==> src/sv/ubds_pkg.sv <==
package ubds_pkg;

    // field widths and fixed sizes
    localparam int BAUD_W     = 32;
    localparam int QUOT_W     = 32;
    localparam int DIV_W      = 16;
    localparam int OSR_W      = 4;
    localparam int NUM_LANES  = 8;
    localparam int LANE_W     = 3;
    localparam int MULT_W     = 5;

    // reciprocal division of the divide count by the oversample factor
    localparam int QSMALL_W   = 21;
    localparam int RECIP_W    = 22;
    localparam int RECIP_SH   = 25;
    localparam int PROD_W     = QSMALL_W + RECIP_W;
    localparam int LANE_Q_W   = 17;
    localparam int LANE_D_W   = 21;

    localparam logic [OSR_W-1:0] OSR_TOP   = 4'hF;
    localparam logic [QUOT_W-1:0] DIV_SPAN = 32'd65537;

    typedef enum logic [1:0] {
        ST_OK          = 2'd0,
        ST_UNSUPPORTED = 2'd1,
        ST_BAD_ARG     = 2'd2
    } t_status;

    // per item data that rides beside the divider lanes
    typedef struct packed {
        logic                  zero;
        logic                  sync;
        logic [DIV_W-1:0]      sync_div;
        logic [BAUD_W-1:0]     baud;
    } t_common;

    // one oversample candidate at the end of its divider lane
    typedef struct packed {
        logic                  skip;
        logic [DIV_W-1:0]      div;
        logic [QUOT_W-1:0]     achieved;
    } t_cand;

    typedef struct packed {
        logic [OSR_W-1:0]      osr;
        logic                  written;
        logic [DIV_W-1:0]      div;
        t_status               status;
    } t_result;

    // lane 0 tries oversample 15, lane 7 tries oversample 8
    function automatic logic [OSR_W-1:0] f_osr(input logic [LANE_W-1:0] lane);
        f_osr = OSR_TOP - {1'b0, lane};
    endfunction

    function automatic logic [MULT_W-1:0] f_mult(input logic [LANE_W-1:0] lane);
        f_mult = 5'd16 - {2'b00, lane};
    endfunction

    // smallest divide count that gives a divider above 0xffff
    function automatic logic [QUOT_W-1:0] f_limit(input logic [LANE_W-1:0] lane);
        f_limit = 32'(f_mult(lane)) * DIV_SPAN;
    endfunction

    // ceil(2^25 / m) for m = 16 - lane
    function automatic logic [RECIP_W-1:0] f_recip(input logic [LANE_W-1:0] lane);
        logic [RECIP_W-1:0] r;
        unique case (lane)
            3'd0: r = 22'd2097152;
            3'd1: r = 22'd2236963;
            3'd2: r = 22'd2396746;
            3'd3: r = 22'd2581111;
            3'd4: r = 22'd2796203;
            3'd5: r = 22'd3050403;
            3'd6: r = 22'd3355444;
            3'd7: r = 22'd3728271;
            default: r = 22'd2097152;
        endcase
        f_recip = r;
    endfunction

endpackage

==> src/sv/ubds_div.sv <==
module ubds_div #(
    parameter int DIVISOR_W = 32,
    parameter int SIDE_W    = 1
) (
    input  logic                          i_clk,
    input  logic                          i_rst_n,
    input  logic                          i_en,
    input  logic                          i_valid,
    input  logic [ubds_pkg::QUOT_W-1:0]   i_dividend,
    input  logic [DIVISOR_W-1:0]          i_divisor,
    input  logic [SIDE_W-1:0]             i_side,
    output logic                          o_valid,
    output logic [ubds_pkg::QUOT_W-1:0]   o_quot,
    output logic [SIDE_W-1:0]             o_side
);

    localparam int QW     = ubds_pkg::QUOT_W;
    localparam int Stages = ubds_pkg::QUOT_W;

    logic                 r_v    [Stages];
    logic [DIVISOR_W-1:0] r_rem  [Stages];
    logic [QW-1:0]        r_dq   [Stages];
    logic [DIVISOR_W-1:0] r_dvs  [Stages];
    logic [SIDE_W-1:0]    r_side [Stages];

    // one quotient bit per stage, dividend shifts out as quotient shifts in
    for (genvar g = 0; g < Stages; g++) begin : g_stage
        logic                 v_in;
        logic [DIVISOR_W-1:0] rem_in;
        logic [QW-1:0]        dq_in;
        logic [DIVISOR_W-1:0] dvs_in;
        logic [SIDE_W-1:0]    side_in;
        logic [DIVISOR_W:0]   n_trial;
        logic                 n_bit;
        logic [DIVISOR_W-1:0] n_rem;
        logic [QW-1:0]        n_dq;

        if (g == 0) begin : g_first
            assign v_in    = i_valid;
            assign rem_in  = '0;
            assign dq_in   = i_dividend;
            assign dvs_in  = i_divisor;
            assign side_in = i_side;
        end else begin : g_next
            assign v_in    = r_v[g-1];
            assign rem_in  = r_rem[g-1];
            assign dq_in   = r_dq[g-1];
            assign dvs_in  = r_dvs[g-1];
            assign side_in = r_side[g-1];
        end

        // trial subtract
        always_comb begin
            n_trial = {rem_in, dq_in[QW-1]};
            n_bit   = (n_trial >= {1'b0, dvs_in});
            n_rem   = n_bit ? DIVISOR_W'(n_trial - {1'b0, dvs_in})
                            : n_trial[DIVISOR_W-1:0];
            n_dq    = {dq_in[QW-2:0], n_bit};
        end

        always_ff @(posedge i_clk) begin
            if (!i_rst_n) begin
                r_v[g] <= 1'b0;
            end else if (i_en) begin
                r_v[g] <= v_in;
            end
        end

        always_ff @(posedge i_clk) begin
            if (i_en) begin
                r_rem[g]  <= n_rem;
                r_dq[g]   <= n_dq;
                r_dvs[g]  <= dvs_in;
                r_side[g] <= side_in;
            end
        end
    end

    assign o_valid = r_v[Stages-1];
    assign o_quot  = r_dq[Stages-1];
    assign o_side  = r_side[Stages-1];

endmodule

==> config.mk <==
export PLATFORM = sky130hd
export DESIGN_NAME = ubds_div
export DESIGN_NICKNAME = d
export VERILOG_FILES = /design/src/sv/ubds_pkg.sv /design/src/sv/ubds_div.sv
export SDC_FILE = /design/constraint.sdc
export NUM_CORES = 2
export LEC_CHECK = 0
export BUFFER_PORTS_ARGS = -buffer_cell sky130_fd_sc_hd__buf_4
export CORE_AREA = 2 2 513 515
export CTS_CLUSTER_DIAMETER = 40
export CTS_CLUSTER_SIZE = 10
export DETAILED_ROUTE_END_ITERATION = 16
export DIE_AREA = 0 0 515 517
export PLACE_DENSITY = 0.84
export SLEW_MARGIN = 20
export SYNTH_ARGS = -nofsm -noshare
export SYNTH_HDL_FRONTEND = slang
export SYNTH_SLANG_ARGS = --single-unit
==> constraint.sdc <==
create_clock -name i_clk -period 4.6 [get_ports i_clk]
set_input_delay 1.38 -clock i_clk [delete_from_list [all_inputs] [get_ports i_clk]]
set_output_delay 1.38 -clock i_clk [all_outputs]
set_load 0.02 [all_outputs]
Word-level counts from Yosys, hierarchy flattened
Memories as Yosys holds them, arrays and structs flattened.
Cells that the tools add are included.
{ "op_classes": {"bitwise": 32, "muxes": 69, "reduce_logical": 0, "order_cmp": 32, "div": 0, "addsub": 32, "n_shift": 0, "mul": 0, "eq_ne": 0} }
{ "ops": {"columns": ["operator", "n"], "rows": [
  ["32-bit two-way mux", 32],
  ["33-bit by 32-bit >= comparator with 1-bit output", 31],
  ["32-bit subtractor", 31],
  ["1-bit two-way mux", 37],
  ["1-bit by 32-bit >= comparator with 1-bit output", 1],
  ["1-bit bitwise OR", 32],
  ["1-bit by 32-bit subtractor with 32-bit output", 1]
]} }
{ "totals": {"ramBits": 3136, "mem_bits_ro": 0, "mem_count": 5, "output_inout_bits": 34, "elab_cells": 170, "latchBits": 0, "inputBits": 69, "reg_bits": 0} }
{ "memory_table": {"columns": ["memory", "depth", "word_bits", "read_ports", "rd_ports_with_merged_regs", "write_ports", "line", "text"], "rows": [
  ["r_dq", 32, 32, 32, 0, 32, "ubds_div.sv:22", "logic [QW-1:0] r_dq [Stages];"],
  ["r_dvs", 32, 32, 31, 0, 32, "ubds_div.sv:23", "logic [DIVISOR_W-1:0] r_dvs [Stages];"],
  ["r_rem", 32, 32, 31, 0, 32, "ubds_div.sv:21", "logic [DIVISOR_W-1:0] r_rem [Stages];"],
  ["r_side", 32, 1, 32, 0, 32, "ubds_div.sv:24", "logic [SIDE_W-1:0] r_side [Stages];"],
  ["r_v", 32, 1, 32, 0, 32, "ubds_div.sv:20", "logic r_v [Stages];"]
]} }

Logic depth before layout (Yosys ltp)
{ "logic_depth": {"ltp_word": 4, "depth_mapped": 16, "mapped_depth_nobuf": 14} }

Least setup slack after synthesis
OpenSTA, ideal clock, no wires.
{ "synth_path": {"kind": "register -> register", "start": "memory r_dvs[5][1], in the netlist r_dvs[0][161]", "end": "memory r_rem[6][4], in the netlist r_rem[0][196] (data pin)", "arrival_ps": 3406, "synth_period_minus_slack_ps": 3666, "required_ps": 4340, "n_path_buf": 1, "setup_slack_ps": 934, "setup_time_ps": 260, "path_stages_with_launch": 15, "path_cell_list": "edfxtp_1 > inv_1 > ha_1 > nor2b_4 > o31a_1 > o31ai_2 > nand2_2 > a41oi_2 > a41oi_2 > a211oi_2 > o21ai_2 > o21a_1 > a2111oi_4 > buf_6 > mux2_4"} }
{ "synth_rtl": {"columns": ["element", "line"], "rows": [
  ["start, declared", "ubds_div.sv:23"],
  ["end, declared", "ubds_div.sv:21"]
]} }

==> impl_metrics.ini <==
[clock_network]
h-tree-depth = 5
clockBufferDepth = 4
postCtsSetupRepairBufs = 0
cts_tree = done
cts_made_buffers = 441
clock-root-buffer = clkbuf_16
path_clk_slew_ns = 0.05
postCtsHoldBufs = 0
worstSkewPairLatency_ns = 0.96
clock_sinks = 3072
cts.repair.resized = 0

[timing]
rsz0062_at_grt = no
relSlewSlack_pct = 38.3
tightest_slew_ns = 0.902
fin_skew_ns = 0.0611
finalHoldViolCount = 0
setup_violations = 0
slew_violations = 0
period_needed_ns = 4.14
fin_tns_setup_ns = 0
max_clock_freq_mhz = 241
finalCritPeriodShare_pct = 90.0

[yosys]
async_reset_ff_share_pct = 0
ys_ff_latch = 3072
synthSimpleGateAreaFrac_pct = 7.78
yosysTopAreaCell = edfxtp_1
synthCells = 12646
ys_types = 94
synth_area_per_cell_um2 = 12.3
synth_edf_count = 3071
synth-xor-area-share_pct = 4.65
synthMuxAreaShare_pct = 3.73
synth_ff_type = edfxtp_1
synth_seq_area_share_pct = 59.2
synth_top_area_share_pct = 59.2
synth_top_family_by_area = compound AO/OA/AOI/OAI gates
synth_area_leaders = edfxtp_1, ha_1, a21oi_1
mappedNetlistNets = 13739
synth_compound_area_share_pct = 12.5
netlist_area_um2 = 156000
synth-adder-area-share_pct = 8.37
ys_warn_count = 0

[grt]
antenna_found_initial = 5
grt.overflow.total = 0
grt_max_degree = 114
grt_pass1_vias = 98325
grtUsageTotal_pct = 25.2
grt_pass1_wl_um = 532000

[drt]
viasPerCell = 5.98
dr.pass1.iters = 8
initialDrtViolationCount = 9593
detail_route.wl_per_cell_um = 20.3
num_vias = 100581
ant_nets = 0
drc_errors = 0
routed_wl_um = 342000

[final_layout]
num-nets-final = 14194
mostFrequentLayoutCells = edfxtp_1, inv_1, ha_1
final_common_cell = edfxtp_1
num-fill-cells = 17860
drive_above_1_share_pct = 10.9
finalNonFillerCells = 16826
syn_to_final_growth_pct = 13.1

[die]
start_util_pct = 59.6
fp-row-count = 188
die-height_um = 517
die_area_um2 = 266000
dieWidth_um = 515
io_pins = 103
core-area_um2 = 261000

[worst_setup_path]
path_class = flip-flop to flip-flop
setup.worst_path.end_class = flip-flop
arrival_ns = 4.80
cp.required_ns = 5.26
path_max_fanout = 33
reg2reg_from = r_dvs[1][257]
startpoint = r_dvs[1][257]
start_kind = flip-flop

[placed_design]
dp_hpwl_um = 243000
gp_congestion = 0.953
dpl.cell_count = 16078
portBuffers = 102

[power_and_ir_drop]
clkPwrFrac_pct = 25.0
max-vdd-ir-drop_mv = 0.453
seqPwrFrac_pct = 34.5
leakagePower_nw = 71.1
p_per_area_nw_per_um2 = 727
p_sw_share_pct = 35.4
comb_power_share_pct = 40.4
power.internal_w = 0.0828
power_switching_w = 0.0453

[status]
status = finished, final reports clean

[min_path]
hp-class = flip-flop to flip-flop
min_from = r_dq[2][23]

[flow_run]
drv_cap = 0
==> power by group through the flow <==
stage	Clock, W	Combinational (W)	Sequential, W
6_report	0.0321	0.0518	0.0442
5_1_grt	0.0337	0.0568	0.0446
4_1_cts	0.0326	0.0510	0.0442
3_5_place_dp	0	0.0501	0.0446
3_3_place_gp	0	0.0487	0.0446
2_1_floorplan	0	0.0390	0.0423
==> per-layer routing <==
metal / vias to the layer above / GRT usage, % / routed length (um)
li1: 47624 / - / -
met1: 48374 / 31.5 / 136000
met2: 3701 / 43.4 / 169000
met3: 882 / 3.45 / 21200
met4: 0 / 11.5 / 16000
met5: - / 0 / 0
==> metrics by stage <==
| stage | instance area (um^2) | hold slack, ns | setup WS, ns | util (%) | total power (W) |
|---|---|---|---|---|---|
| after floorplan | 156000 | 0.400 | 0.934 | - | 0.0813 |
| after global placement | 162000 | 0.400 | 0.633 | 62.1 | 0.0933 |
| after detailed placement | 162000 | 0.405 | 0.567 | 62.1 | 0.0947 |
| after CTS | 176000 | 0.379 | 0.518 | 67.5 | 0.128 |
| after global routing | 176000 | 0.393 | 0.220 | 67.5 | 0.135 |
| final | 176000 | 0.378 | 0.458 | 67.5 | 0.128 |
==> cell type report <==
type / count / area [um^2] / area share [%]
Antenna cell: 4 / 10.0 / 0.00568
Multi-Input combinational cell: 8039 / 57800 / 32.8
Sequential cell: 3072 / 92200 / 52.4
Clock inverter: 233 / 2640 / 1.50
Tap cell: 3420 / 4280 / 2.43
Clock buffer: 511 / 11400 / 6.47
Inverter: 1254 / 4710 / 2.67
Timing Repair Buffer: 293 / 3060 / 1.74
==> cell families after synthesis <==
| group | Yosys count |
|---|---|
| AND/OR/NAND/NOR | 2555 |
| buffers and inverters | 1535 |
| flip-flops | 3072 |
| XOR/XNOR | 827 |
| adder cells (fa/ha/maj) | 1024 |
| multiplexers | 513 |
| AO/OA/AOI/OAI | 3120 |
==> state kept, by name, indices dropped and copies added (netlist names) <==
register  flops
r_dq       1024
r_v          32
r_side       32
r_dvs       992
r_rem       992
==> critical path: stages (launching register included) <==
cell	delay [ns]
edfxtp_1	0.39
inv_1	0.07
ha_1	0.30
nor2b_1	0.13
o21ai_0	0.10
a21boi_0	0.36
o31ai_1	0.18
a21oi_1	0.29
a21boi_0	0.21
o31a_1	0.36
nor3_1	0.59
a2111o_1	0.30
buf_12	0.22
mux2_2	0.35
==> path summary, 6_finish.rpt <==
kind,endpoint,slack (ns),depth (start not counted)
max,r_rem[1][290],0.46,13
min,r_dq[3][24],0.38,0
max reg2reg,r_rem[1][290],0.46,13
min reg2reg,r_dq[3][24],0.38,0
==> synthesized netlist by cell type, drive strengths merged, types with 222 or more instances <==
cell and count:
edfxtp 3071, inv 1254, ha 994, a21oi 984, nand2 812, o21ai 781, nor2 658, xnor2 504
a21o 481, mux2 461, xor2 323, clkbuf 222
(Power assumes the default switching activity.)
